<file path="src/hw/rtl/lsvm_pkg.sv">
// ----------------------------------------------------------------------------
// lsvm_pkg
// Shared types, codes and helpers of the linear SVM trainer and predictor.
// ----------------------------------------------------------------------------
`timescale 1ns / 1ps
`default_nettype none

package lsvm_pkg;

  // default number of features per sample
  localparam int unsigned FEATURE_COUNT_DEF = 2;

  // configuration port geometry
  localparam int unsigned CFG_ADDR_W = 3;
  localparam int unsigned CFG_DATA_W = 32;

  // register indexes (taken from the word address bit)
  localparam logic REG_LEARNING_RATE = 1'b0;
  localparam logic REG_REGULARIZATION = 1'b1;

  // register reset values, unsigned Q0.16
  localparam logic [15:0] LEARNING_RATE_RST = 16'd655;
  localparam logic [15:0] REGULARIZATION_RST = 16'd66;

  // 1.0 in Q16.16 for the margin test
  localparam int ONE_Q16 = 65536;

  // saturation bounds of the Q16.16 words
  localparam logic signed [47:0] SAT_MAX = 48'sd2147483647;
  localparam logic signed [47:0] SAT_MIN = -48'sd2147483648;

  // input word action codes
  typedef enum logic [1:0] {
    ACT_CLEAR   = 2'd0,
    ACT_TRAIN   = 2'd1,
    ACT_PREDICT = 2'd2,
    ACT_NONE    = 2'd3
  } action_e;

  // one input word
  typedef struct packed {
    action_e            action;
    logic signed [15:0] feature;
    logic               last_of_sample;
    logic               sample_label;
  } in_word_t;

  // one result word
  typedef struct packed {
    logic               predicted_label;
    logic signed [31:0] score;
    logic               margin_violated;
  } out_word_t;

  // controller states
  typedef enum logic [2:0] {
    ST_IDLE,
    ST_MAC,
    ST_SCORE,
    ST_DECAY,
    ST_STEP,
    ST_WRITE
  } ctrl_state_e;

  // controller to datapath commands
  typedef struct packed {
    logic clear;
    logic load;
    logic mac;
    logic finish;
    logic decay;
    logic step;
    logic write;
  } dp_cmd_t;

  // datapath to controller status
  typedef struct packed {
    logic pos_full;
    logic idx_last;
    logic out_free;
    logic train;
  } dp_stat_t;

  // clamp a wide sum into the signed 32-bit range
  function automatic logic signed [31:0] sat32(input logic signed [47:0] v);
    logic signed [31:0] r;
    if (v > SAT_MAX) begin
      r = 32'sh7FFF_FFFF;
    end else if (v < SAT_MIN) begin
      r = 32'sh8000_0000;
    end else begin
      r = v[31:0];
    end
    return r;
  endfunction

endpackage

`default_nettype wire

</file>
<file path="src/hw/rtl/lsvm_cfg.sv">
// ----------------------------------------------------------------------------
// lsvm_cfg
// APB-style register file holding the learning rate and the decay factor.
// ----------------------------------------------------------------------------
`timescale 1ns / 1ps
`default_nettype none

module lsvm_cfg (
  input  wire                               clk_i,
  input  wire                               rst_ni,
  input  wire                               psel,
  input  wire                               penable,
  input  wire                               pwrite,
  input  wire  [lsvm_pkg::CFG_ADDR_W-1:0]   paddr,
  input  wire  [lsvm_pkg::CFG_DATA_W-1:0]   pwdata,
  output logic [lsvm_pkg::CFG_DATA_W-1:0]   prdata,
  output logic                              pready,
  output logic [15:0]                       eta_o,
  output logic [15:0]                       lam_o
);
  import lsvm_pkg::*;

  logic        reg_idx;
  logic        wr_en;
  logic [15:0] eta_q;
  logic [15:0] lam_q;

  // word address decode
  assign reg_idx = paddr[CFG_ADDR_W-1];
  assign wr_en   = psel && penable && pwrite;
  assign pready  = 1'b1;

  // register writes
  always_ff @(posedge clk_i or negedge rst_ni) begin
    if (!rst_ni) begin
      eta_q <= LEARNING_RATE_RST;
      lam_q <= REGULARIZATION_RST;
    end else if (wr_en) begin
      unique case (reg_idx)
        REG_LEARNING_RATE:  eta_q <= pwdata[15:0];
        REG_REGULARIZATION: lam_q <= pwdata[15:0];
        default: ;
      endcase
    end
  end

  // read back
  always_comb begin
    unique case (reg_idx)
      REG_LEARNING_RATE:  prdata = {{(CFG_DATA_W-16){1'b0}}, eta_q};
      REG_REGULARIZATION: prdata = {{(CFG_DATA_W-16){1'b0}}, lam_q};
      default:            prdata = '0;
    endcase
  end

  assign eta_o = eta_q;
  assign lam_o = lam_q;

endmodule

`default_nettype wire

</file>
<file path="src/hw/rtl/lsvm_ctrl.sv">
// ----------------------------------------------------------------------------
// lsvm_ctrl
// Sequencer: accepts words, runs the accumulate, score and update walk.
// ----------------------------------------------------------------------------
`timescale 1ns / 1ps
`default_nettype none

module lsvm_ctrl (
  input  wire                   clk_i,
  input  wire                   rst_ni,
  input  wire                   in_valid_i,
  input  lsvm_pkg::action_e     in_action_i,
  input  wire                   in_last_i,
  output logic                  in_stall_o,
  input  lsvm_pkg::dp_stat_t    stat_i,
  output lsvm_pkg::dp_cmd_t     cmd_o
);
  import lsvm_pkg::*;

  ctrl_state_e state_q, state_d;
  logic        last_q, last_d;

  // state register
  always_ff @(posedge clk_i or negedge rst_ni) begin
    if (!rst_ni) begin
      state_q <= ST_IDLE;
      last_q  <= 1'b0;
    end else begin
      state_q <= state_d;
      last_q  <= last_d;
    end
  end

  // next state and commands
  always_comb begin
    state_d    = state_q;
    last_d     = last_q;
    cmd_o      = '0;
    in_stall_o = 1'b1;
    unique case (state_q)
      ST_IDLE: begin
        in_stall_o = 1'b0;
        if (in_valid_i) begin
          unique case (in_action_i) inside
            ACT_CLEAR: begin
              cmd_o.clear = 1'b1;
            end
            ACT_TRAIN, ACT_PREDICT: begin
              cmd_o.load = 1'b1;
              last_d     = in_last_i;
              if (!stat_i.pos_full) begin
                state_d = ST_MAC;
              end else if (in_last_i) begin
                state_d = ST_SCORE;
              end
            end
            default: ;
          endcase
        end
      end
      ST_MAC: begin
        cmd_o.mac = 1'b1;
        state_d   = last_q ? ST_SCORE : ST_IDLE;
      end
      ST_SCORE: begin
        // wait for room in the output register
        if (stat_i.out_free) begin
          cmd_o.finish = 1'b1;
          state_d      = stat_i.train ? ST_DECAY : ST_IDLE;
        end
      end
      ST_DECAY: begin
        cmd_o.decay = 1'b1;
        state_d     = ST_STEP;
      end
      ST_STEP: begin
        cmd_o.step = 1'b1;
        state_d    = ST_WRITE;
      end
      ST_WRITE: begin
        cmd_o.write = 1'b1;
        state_d     = stat_i.idx_last ? ST_IDLE : ST_DECAY;
      end
      default: begin
        state_d = ST_IDLE;
      end
    endcase
  end

endmodule

`default_nettype wire

</file>
<file path="src/hw/rtl/lsvm_dpath.sv">
// ----------------------------------------------------------------------------
// lsvm_dpath
// Weights, bias, sample buffer, accumulator, update multipliers and output.
// ----------------------------------------------------------------------------
`timescale 1ns / 1ps
`default_nettype none

module lsvm_dpath #(
  parameter int unsigned FEATURE_COUNT = lsvm_pkg::FEATURE_COUNT_DEF
) (
  input  wire                   clk_i,
  input  wire                   rst_ni,
  input  lsvm_pkg::in_word_t    in_word_i,
  input  wire  [15:0]           eta_i,
  input  wire  [15:0]           lam_i,
  input  lsvm_pkg::dp_cmd_t     cmd_i,
  output lsvm_pkg::dp_stat_t    stat_o,
  input  wire                   out_stall_i,
  output logic                  out_valid_o,
  output lsvm_pkg::out_word_t   out_word_o
);
  import lsvm_pkg::*;

  localparam int unsigned CNT_W = $clog2(FEATURE_COUNT + 1);
  localparam int unsigned IDX_W = (FEATURE_COUNT > 1) ? $clog2(FEATURE_COUNT) : 1;
  localparam logic [CNT_W-1:0] POS_MAX  = CNT_W'(FEATURE_COUNT);
  localparam logic [IDX_W-1:0] IDX_LAST = IDX_W'(FEATURE_COUNT - 1);

  // model state
  logic signed [31:0] weight_q [FEATURE_COUNT];
  logic signed [31:0] bias_q;
  logic signed [15:0] sample_q [FEATURE_COUNT];
  logic [CNT_W-1:0]   pos_q;
  logic signed [47:0] acc_q;

  // working registers
  logic signed [47:0] prod_q;
  logic [IDX_W-1:0]   idx_q;
  logic               train_q, fit_q, violated_q;
  logic [15:0]        eta_q, lam_q;
  logic signed [48:0] decay_prod_q;
  logic signed [51:0] step_prod_q;
  logic               out_valid_q;
  out_word_t          out_word_q;

  // combinational terms
  logic               pos_full;
  logic [IDX_W-1:0]   pos_idx;
  logic signed [47:0] mac_prod;
  logic signed [47:0] score_sum;
  logic signed [48:0] score_ext;
  logic signed [48:0] margin;
  logic               violated;
  logic signed [31:0] w_idx;
  logic signed [15:0] x_sel;
  logic signed [19:0] xq;
  logic signed [20:0] xq_ext;
  logic signed [20:0] term;
  logic signed [33:0] decay;
  logic signed [34:0] diff;
  logic signed [35:0] step;
  logic signed [47:0] w_sum;
  logic signed [47:0] eta_ext;
  logic signed [47:0] bias_sum;
  logic               idx_last;

  assign pos_full = (pos_q == POS_MAX);
  assign pos_idx  = pos_q[IDX_W-1:0];
  assign idx_last = (idx_q == IDX_LAST);

  // feature times weight, Q20.28
  assign mac_prod = weight_q[pos_idx] * in_word_i.feature;

  // score and margin from the unsaturated sum
  assign score_sum = acc_q + $signed({{16{bias_q[31]}}, bias_q});
  assign score_ext = $signed({score_sum[47], score_sum});
  assign margin    = fit_q ? score_ext : -score_ext;
  assign violated  = (margin < ONE_Q16);

  // decay term, floor(2*lambda*w / 2^16)
  assign w_idx = weight_q[idx_q];
  assign decay = 34'(decay_prod_q >>> 15);

  // sample term, zero when the margin held or for features the sample did not give
  assign x_sel  = (violated_q && ({{(CNT_W-IDX_W){1'b0}}, idx_q} < pos_q))
                  ? sample_q[idx_q] : 16'sd0;
  assign xq     = $signed({x_sel, 4'b0000});
  assign xq_ext = xq;
  assign term   = fit_q ? xq_ext : -xq_ext;
  assign diff   = term - decay;

  // weight and bias sums before clamping
  assign step     = 36'(step_prod_q >>> 16);
  assign w_sum    = w_idx + step;
  assign eta_ext  = $signed({32'd0, eta_q});
  assign bias_sum = fit_q ? ($signed({{16{bias_q[31]}}, bias_q}) + eta_ext)
                          : ($signed({{16{bias_q[31]}}, bias_q}) - eta_ext);

  // weights and bias
  always_ff @(posedge clk_i or negedge rst_ni) begin
    if (!rst_ni) begin
      for (int i = 0; i < FEATURE_COUNT; i++) begin
        weight_q[i] <= '0;
      end
      bias_q <= '0;
    end else if (cmd_i.clear) begin
      for (int i = 0; i < FEATURE_COUNT; i++) begin
        weight_q[i] <= '0;
      end
      bias_q <= '0;
    end else if (cmd_i.write) begin
      weight_q[idx_q] <= sat32(w_sum);
      if (idx_last && violated_q) begin
        bias_q <= sat32(bias_sum);
      end
    end
  end

  // sample position, accumulator and walk index
  always_ff @(posedge clk_i or negedge rst_ni) begin
    if (!rst_ni) begin
      pos_q <= '0;
      acc_q <= '0;
      idx_q <= '0;
    end else if (cmd_i.clear) begin
      pos_q <= '0;
      acc_q <= '0;
      idx_q <= '0;
    end else if (cmd_i.load) begin
      if (!pos_full) begin
        pos_q <= pos_q + 1'b1;
      end
    end else if (cmd_i.mac) begin
      acc_q <= acc_q + (prod_q >>> 12);
    end else if (cmd_i.finish) begin
      idx_q <= '0;
      if (!train_q) begin
        pos_q <= '0;
        acc_q <= '0;
      end
    end else if (cmd_i.write) begin
      if (idx_last) begin
        idx_q <= '0;
        pos_q <= '0;
        acc_q <= '0;
      end else begin
        idx_q <= idx_q + 1'b1;
      end
    end
  end

  // sample buffer and product capture
  always_ff @(posedge clk_i) begin
    if (cmd_i.load && !pos_full) begin
      sample_q[pos_idx] <= in_word_i.feature;
      prod_q            <= mac_prod;
    end
  end

  // mode of the sample, taken from its latest word
  always_ff @(posedge clk_i) begin
    if (cmd_i.load) begin
      train_q <= (in_word_i.action == ACT_TRAIN);
      fit_q   <= in_word_i.sample_label;
    end
  end

  // rates and margin held for the update walk
  always_ff @(posedge clk_i) begin
    if (cmd_i.finish) begin
      eta_q      <= eta_i;
      lam_q      <= lam_i;
      violated_q <= violated;
    end
  end

  // update multipliers, one register after each
  always_ff @(posedge clk_i) begin
    if (cmd_i.decay) begin
      decay_prod_q <= $signed({1'b0, lam_q}) * w_idx;
    end
    if (cmd_i.step) begin
      step_prod_q <= $signed({1'b0, eta_q}) * diff;
    end
  end

  // output register
  always_ff @(posedge clk_i or negedge rst_ni) begin
    if (!rst_ni) begin
      out_valid_q <= 1'b0;
    end else if (cmd_i.finish) begin
      out_valid_q <= 1'b1;
    end else if (!out_stall_i) begin
      out_valid_q <= 1'b0;
    end
  end

  always_ff @(posedge clk_i) begin
    if (cmd_i.finish) begin
      out_word_q.predicted_label <= (score_sum > 48'sd0);
      out_word_q.score           <= sat32(score_sum);
      out_word_q.margin_violated <= train_q && violated;
    end
  end

  assign out_valid_o = out_valid_q;
  assign out_word_o  = out_word_q;

  // status to the controller
  assign stat_o.pos_full = pos_full;
  assign stat_o.idx_last = idx_last;
  assign stat_o.out_free = !out_valid_q || !out_stall_i;
  assign stat_o.train    = train_q;

endmodule

`default_nettype wire

</file>
<file path="src/hw/rtl/linear_svm_sgd_train_predict.sv">
// ----------------------------------------------------------------------------
// linear_svm_sgd_train_predict
// Linear SVM with online hinge-loss SGD training and L2 weight decay.
//
// Input words carry one feature each; the word flagged last_of_sample ends
// the sample and produces one result word (label, Q16.16 score, margin flag).
// Action clear zeroes the model; the unused action is dropped.
// Learning rate and decay factor sit behind the APB port at 0x0 and 0x4.
//
// Flow: a feature word is taken in idle and added to the accumulator in the
// MAC state; a word past the last feature slot skips that step. After the
// last word the score state forms the result once the output register has
// room. A predict sample then frees the input at once; a train sample
// first walks the weights through the shared decay and step multipliers,
// with a decay, step and write state per weight, and the input stalls
// until the walk is done.
// The result waits in an output register while out_stall_i is high; a new
// result is not formed until it is taken, and the input stalls meanwhile.
// Reset clears weights, bias and accumulator and loads the register defaults.
// ----------------------------------------------------------------------------
`timescale 1ns / 1ps
`default_nettype none

module linear_svm_sgd_train_predict #(
  parameter int unsigned FEATURE_COUNT = lsvm_pkg::FEATURE_COUNT_DEF
) (
  input  wire                               clk_i,
  input  wire                               rst_ni,
  // input channel
  input  wire                               in_valid_i,
  output logic                              in_stall_o,
  input  lsvm_pkg::in_word_t                in_word_i,
  // result channel
  output logic                              out_valid_o,
  input  wire                               out_stall_i,
  output lsvm_pkg::out_word_t               out_word_o,
  // configuration port
  input  wire                               psel,
  input  wire                               penable,
  input  wire                               pwrite,
  input  wire  [lsvm_pkg::CFG_ADDR_W-1:0]   paddr,
  input  wire  [lsvm_pkg::CFG_DATA_W-1:0]   pwdata,
  output logic [lsvm_pkg::CFG_DATA_W-1:0]   prdata,
  output logic                              pready
);
  import lsvm_pkg::*;

  logic [15:0] eta;
  logic [15:0] lam;
  dp_cmd_t     cmd;
  dp_stat_t    stat;

  // register file
  lsvm_cfg u_cfg (
    .clk_i   (clk_i),
    .rst_ni  (rst_ni),
    .psel    (psel),
    .penable (penable),
    .pwrite  (pwrite),
    .paddr   (paddr),
    .pwdata  (pwdata),
    .prdata  (prdata),
    .pready  (pready),
    .eta_o   (eta),
    .lam_o   (lam)
  );

  // sequencer
  lsvm_ctrl u_ctrl (
    .clk_i       (clk_i),
    .rst_ni      (rst_ni),
    .in_valid_i  (in_valid_i),
    .in_action_i (in_word_i.action),
    .in_last_i   (in_word_i.last_of_sample),
    .in_stall_o  (in_stall_o),
    .stat_i      (stat),
    .cmd_o       (cmd)
  );

  // datapath
  lsvm_dpath #(
    .FEATURE_COUNT (FEATURE_COUNT)
  ) u_dpath (
    .clk_i       (clk_i),
    .rst_ni      (rst_ni),
    .in_word_i   (in_word_i),
    .eta_i       (eta),
    .lam_i       (lam),
    .cmd_i       (cmd),
    .stat_o      (stat),
    .out_stall_i (out_stall_i),
    .out_valid_o (out_valid_o),
    .out_word_o  (out_word_o)
  );

endmodule

`default_nettype wire

</file>
<file path="config.mk">
export PLATFORM = sky130hd
export DESIGN_NAME = linear_svm_sgd_train_predict
export DESIGN_NICKNAME = d
export VERILOG_FILES = /design/src/hw/rtl/lsvm_pkg.sv /design/src/hw/rtl/lsvm_cfg.sv /design/src/hw/rtl/lsvm_ctrl.sv /design/src/hw/rtl/lsvm_dpath.sv /design/src/hw/rtl/linear_svm_sgd_train_predict.sv
export SDC_FILE = /design/constraint.sdc
export NUM_CORES = 2
export LEC_CHECK = 0
export BUFFER_PORTS_ARGS = -buffer_cell sky130_fd_sc_hd__buf_2
export CAP_MARGIN = 20
export CORE_AREA = 4 4 430 432
export CTS_CLUSTER_DIAMETER = 30
export DETAILED_ROUTE_END_ITERATION = 10
export DIE_AREA = 0 0 434 436
export HOLD_SLACK_MARGIN = 0.03
export PLACE_DENSITY_LB_ADDON = 0.15
export SYNTH_ARGS = -nofsm -noshare
export SYNTH_HDL_FRONTEND = slang
export SYNTH_SLANG_ARGS = --single-unit
export TNS_END_PERCENT = 5
</file>
<file path="constraint.sdc">
create_clock -name clk_i -period 11.9 [get_ports clk_i]
set_input_delay 2.38 -clock clk_i [delete_from_list [all_inputs] [get_ports clk_i]]
set_output_delay 2.38 -clock clk_i [all_outputs]
set_load 0.05 [all_outputs]
</file>
---- After elaboration in Yosys (flattened, before gate mapping) ----
Memory sizes are Yosys's and may differ from the RTL's.
Index checks and enable logic that the tools add are counted.
word-level totals
  flip-flop bits (word level) ............. 402
  memory bits (writable) .................. 32
  bits of input ports ..................... 62
  memories kept ........................... 1
cells by class
  $add $sub $neg .......................... 10
  multiply operators ...................... 3
  magnitude comparators ................... 12
  equality and inequality tests ........... 19
  muxes and demuxes ....................... 71
  bitwise operators ....................... 3
  reduce and logical (&&, ||, !) cells .... 29
memories
  name              words  bits a word  read ports  clocked after Yosys merged registers in  wr ports  line              RTL
  u_dpath.sample_q  2      16           1           0                                        1         lsvm_dpath.sv:32  logic signed [15:0] sample_q [FEATURE_COUNT];
operator list
  cell                                                          count
  2-to-1 mux 32 bit                                             17
  2-to-1 mux 48 bit                                             8
  > comparator 48 x 32 -> 1 bit, second input constant          3
  less-than comparator 48 x 32 -> 1 bit, second input constant  3
  2-to-1 mux 64 bit                                             2
  bitwise mux 64 bit                                            1
  case mux 32 bit (2 select lines)                              1
  multiplier 17 x 35 -> 52 bit                                  1
  less-than comparator 49 x 18 -> 1 bit, second input constant  1
  multiplier 17 x 32 -> 49 bit                                  1
  2-to-1 mux 49 bit                                             1
  negation 48 -> 49 bit                                         1
  adder 48 x 32 -> 48 bit                                       1
  adder 48 x 36 -> 48 bit                                       1
  > comparator 48 x 1 -> 1 bit, second input constant           1
  multiplier 32 x 16 -> 48 bit                                  1
  adder 32 x 36 -> 37 bit                                       1
  subtractor 21 x 34 -> 35 bit                                  1
  adder 32 x 17 -> 33 bit                                       1
  subtractor 32 x 17 -> 33 bit                                  1
  demux 32 bit (select 1 bit)                                   1
  2-to-1 mux 2 bit                                              13
  2-to-1 mux 21 bit                                             1
  negation 20 -> 21 bit                                         1
  other kinds (35)                                              83

---- Logic depth before layout (Yosys ltp) ----
  word-level depth ........................ 13
  mapped depth ............................ 49
  depth with buffers taken out ............ 47

---- Modules after synthesis ----
Synthesis repeated with hierarchy kept, for this count alone.
second synthesis, totals
  cell total of the unflattened synthesis .. 8,658
  area total of the unflattened synthesis .. 79,201.0 um^2
modules (own cells, without submodules)
  module      instances  cells an instance  area each (um^2)  sequential area each (um^2)
  lsvm_dpath  1          8,511              77,252.8          9,919.5
  lsvm_cfg    1          105                1,607.8           810.8
  lsvm_ctrl   1          42                 340.3             100.1

---- Least setup slack after synthesis ----
No wires, ideal clock.
  path kind ............................... reg2reg
  start point ............................. register u_dpath.idx_q (netlist: u_dpath.idx_last)
  end point ............................... register u_dpath.step_prod_q[51], data pin
  arrival time ............................ 10.632 ns
  setup slack ............................. 1.008 ns
  stages on the path, launching flop included .. 47
  path through ............................ dfrtp_1 clkbuf_1 buf_1 mux2_2 nand2_1 and3_1 nand2_1 o31ai_1 xnor2_1 ha_1 a21o_1 a21o_1 a21oi_1 o22ai_1 a21oi_1 a21oi_1 a31o_2 o41ai_1 [... 11 more ...] fa_1 fa_1 inv_1 fa_1 inv_1 ha_1 a21oi_1 nor2b_1 nor4_1 nand2_1 o21ai_0 o21ai_0 and2_1 a31oi_1 a21oi_1 a21o_1 a21oi_1 xnor2_1
between the ends
  longest elaborated chain between the ends .. 7
  elaborated cells on any way between the ends .. 8
  classes of those cells .................. add/sub: 2; mul: 1; order compare: 1; mux: 2; reduce/logical: 1; memory: 1
ends and longest elaborated chain
  element                              line               RTL
  start: declaration                   lsvm_dpath.sv:38   logic [IDX_W-1:0] idx_q;
  start signal: assignment             lsvm_dpath.sv:147  idx_q <= idx_q + 1'b1;
  less-than comparator 1 x 2 -> 1 bit  lsvm_dpath.sv:85   assign x_sel = (violated_q && ({{(CNT_W-IDX_W){1'b0}}, idx_q} < pos_q))
  logical AND 1 bit                    lsvm_dpath.sv:85
  2-to-1 mux 16 bit (*)                lsvm_dpath.sv:86   ? sample_q[idx_q] : 16'sd0;
  negation 20 -> 21 bit                lsvm_dpath.sv:89   assign term = fit_q ? xq_ext : -xq_ext;
  2-to-1 mux 21 bit (*)                lsvm_dpath.sv:89
  subtractor 21 x 34 -> 35 bit (*)     lsvm_dpath.sv:90   assign diff = term - decay;
  multiplier 17 x 35 -> 52 bit (*)     lsvm_dpath.sv:183  step_prod_q <= $signed({1'b0, eta_q}) * diff;
  end signal: assignment               lsvm_dpath.sv:183
  end: declaration                     lsvm_dpath.sv:42   logic signed [51:0] step_prod_q;
Every way passes the cells marked *; elsewhere a longest branch is shown, timed or not.
A chain may end at the register's enable or synchronous reset.

---- Worst setup path after layout ----
Ends and elaborated chain as after synthesis.

==> results.json <==
{
  "outcome": "complete, no violations",
  "slew_viol_final": 0,
  "r2r-end": "u_dpath.step_prod_q[51]",
  "postLayoutSetupSlackWorst_ps": 743,
  "wire_per_inst_microns": 21.2,
  "hold_path_end": "u_dpath.eta_q[13]",
  "rrSetupSlack_ps": 740,
  "vias": 59100,
  "synth_seq_cells": 391,
  "antenna_found_initial": 28,
  "cts.reportedPaths.clkPinSlew_ps": 50,
  "worstMarginPinSlew_ps": 1230,
  "drive_gt1_share_pct": 7.44,
  "synth_most_common_cell": "inv_1",
  "cts_tree": "done",
  "final_antenna_net_count": 0,
  "fin_crit_sh_pct": 93.8,
  "maxCapViolations": 0,
  "viasPerCell": 5.35,
  "synth_top_area_share_pct": 37.9,
  "synthTopCellsByCount": "inv_1, fa_1, nand2_1",
  "drtPass1Iterations": 5,
  "synth_edf_count": 207,
  "slowest_delay_ps": 580,
  "crit_arrival_ps": 11540,
  "yosysTopAreaCell": "fa_1",
  "place.gp.congestion": 0.880,
  "hold_buffers": 0,
  "dpl.cell_count": 10800,
  "path_class": "reg -> reg",
  "synth.area.top_cells": "fa_1, ha_1, inv_1, edfxtp_1, nand2_1",
  "yosys_warnings": 0,
  "fmax_mhz": 89.6,
  "cp_common_cell": "fa_1",
  "syn_inst": 8613,
  "cts_root_buf": "clkbuf_16",
  "numCtsBuffers": 97,
  "grt_use_total_pct": 25.2,
  "drc": 0,
  "crit_slowest_cell": "dfrtp_4",
  "path_max_fanout": 17,
  "grt_pass1_vias": 62600,
  "multi_input_area_sq_um": 60400,
  "io_buffers": 95,
  "clk_latency_ps": 700,
  "min_period_ps": 11160,
  "final_area_sq_um": 85700,
  "fillers": 17100,
  "worstSetupStartpointType": "flip-flop",
  "cts_max_level": 3,
  "place_area_sq_um": 82100,
  "drt_iter0_drc": 3776,
  "regArea_sq_um": 10800,
  "cp.required_ps": 12290,
  "initial_core_util_pct": 43.9,
  "dieArea_sq_um": 189000,
  "finalWirelength_microns": 234000,
  "syn_area_sq_um": 79200,
  "die-width_microns": 434,
  "async_reset_ff_share_pct": 47.1,
  "num_io_pins": 131,
  "avgSynthCellArea_sq_um": 9.20,
  "area_delta_synth_final_pct": 8.19,
  "cp-end-kind": "flip-flop",
  "core-area_sq_um": 181000,
  "fin_cells": 11000,
  "slew_headroom_pct": 17.1,
  "final-setup-viol-count": 0,
  "num-nets-final": 10700,
  "hold_viol_final": 0,
  "dp_slack_ps": 225,
  "crit_start": "u_dpath.idx_last",
  "hp-class": "reg -> reg",
  "synth_cell_type_count": 118,
  "rows": 156,
  "grt_pass1_wl_microns": 369000,
  "hold-path-cell-count": 0,
  "clockBufferDepth": 3,
  "grt.overflow.total": 0,
  "cts_sinks": 391,
  "clock_skew_ps": 64.3,
  "timing.rr.start": "u_dpath.idx_last",
  "place_hpwl_microns": 181000,
  "die_h_microns": 436,
  "r2r_cells": 43,
  "timing.setup.tns_ps": 0,
  "synth_ff_type": "edfxtp_1",
  "yosysSeqAreaShare_pct": 13.7,
  "grt_max_degree": 145,
  "hp-start": "u_cfg.eta_o[13]"
}
## worst max-delay path, delay by kind of cell, from the launching register on
family          cells  cell delay, ps
compound gates     14            2910
flops               1             580
fa+ha+maj           8            3740
buf+inv             6             590
xor+xnor            3             340
simple gates       12            2700
## metrics by stage
stage	hold slack, ps	utilization (%)
floorplan	436	-
global placement	445	45.5
detailed placement	450	45.5
CTS	465	47.4
global route	480	47.5
finish	461	47.5
## what timing repair did
action / 4_1_cts / 5_1_grt
buffers inserted: 0 / 1
endpoints found under the setup margin: 0 / 8
gates resized for setup: 0 / 16
## kinds of logic after synthesis
family | synth area share (%)
fa+ha+maj | 46.6
buf+inv | 10.3
mux | 2.01
simple gates | 15.3
compound gates | 8.70
xor+xnor | 3.46
flops | 13.7
other cells | 0.00948
## state kept, by name (all words and copies together) (netlist names), 2 cells and up
register              count
u_dpath.decay_prod_q     34
u_dpath.sample_q         32
u_cfg.eta_o              16
u_dpath.bias_q           32
u_dpath.prod_q           36
u_dpath.step_prod_q      36
u_dpath.out_word_o       34
u_ctrl.state_q            3
u_cfg.lam_o              16
u_dpath.pos_q             2
u_dpath.weight_q         64
u_dpath.lam_q            16
u_dpath.eta_q            16
u_dpath.acc_q            48
## layout by cell type, fill, tap and decap left out, types with 116 or more instances in the layout
cell type,count
a21o_1,116
a21oi_1,253
and2_1,546
buf_4,116
dfrtp_1,174
edfxtp_1,207
fa_1,1498
ha_1,547
inv_1,1750
mux2_2,127
nand2_1,1279
nor2_1,255
o21ai_0,242
xnor2_1,211
## routing by layer
metal	track usage, %	routed length, microns
met5	0	12
met4	8.11	8010
met3	3.71	15600
met2	39.2	104000
met1	36.3	106000
## worst max path at each step
stage	to	slack, ps	depth (start not counted)
6_report	u_dpath.step_prod_q[51]	740	43
3_3_place_gp	u_dpath.step_prod_q[51]	420	42
2_1_floorplan	u_dpath.step_prod_q[51]	1010	46
3_5_place_dp	u_dpath.step_prod_q[51]	230	42
4_1_cts	u_dpath.step_prod_q[51]	150	42
5_1_grt	u_dpath.step_prod_q[51]	-20	47
## final cells by class
type                       instances  area share [%]
inverter                        1751            7.67
antenna                           11          0.0321
timing repair buffer             216            1.65
multi-input combinational       6111            70.5
clock buffer                     120            3.04
clock inverter                    63            1.01
sequential                       391            12.6
tap                             2370            3.46
Power is left out: the tool's default activity adds up to more than one toggle a clock period on the data nets, which glitch-free logic cannot reach.
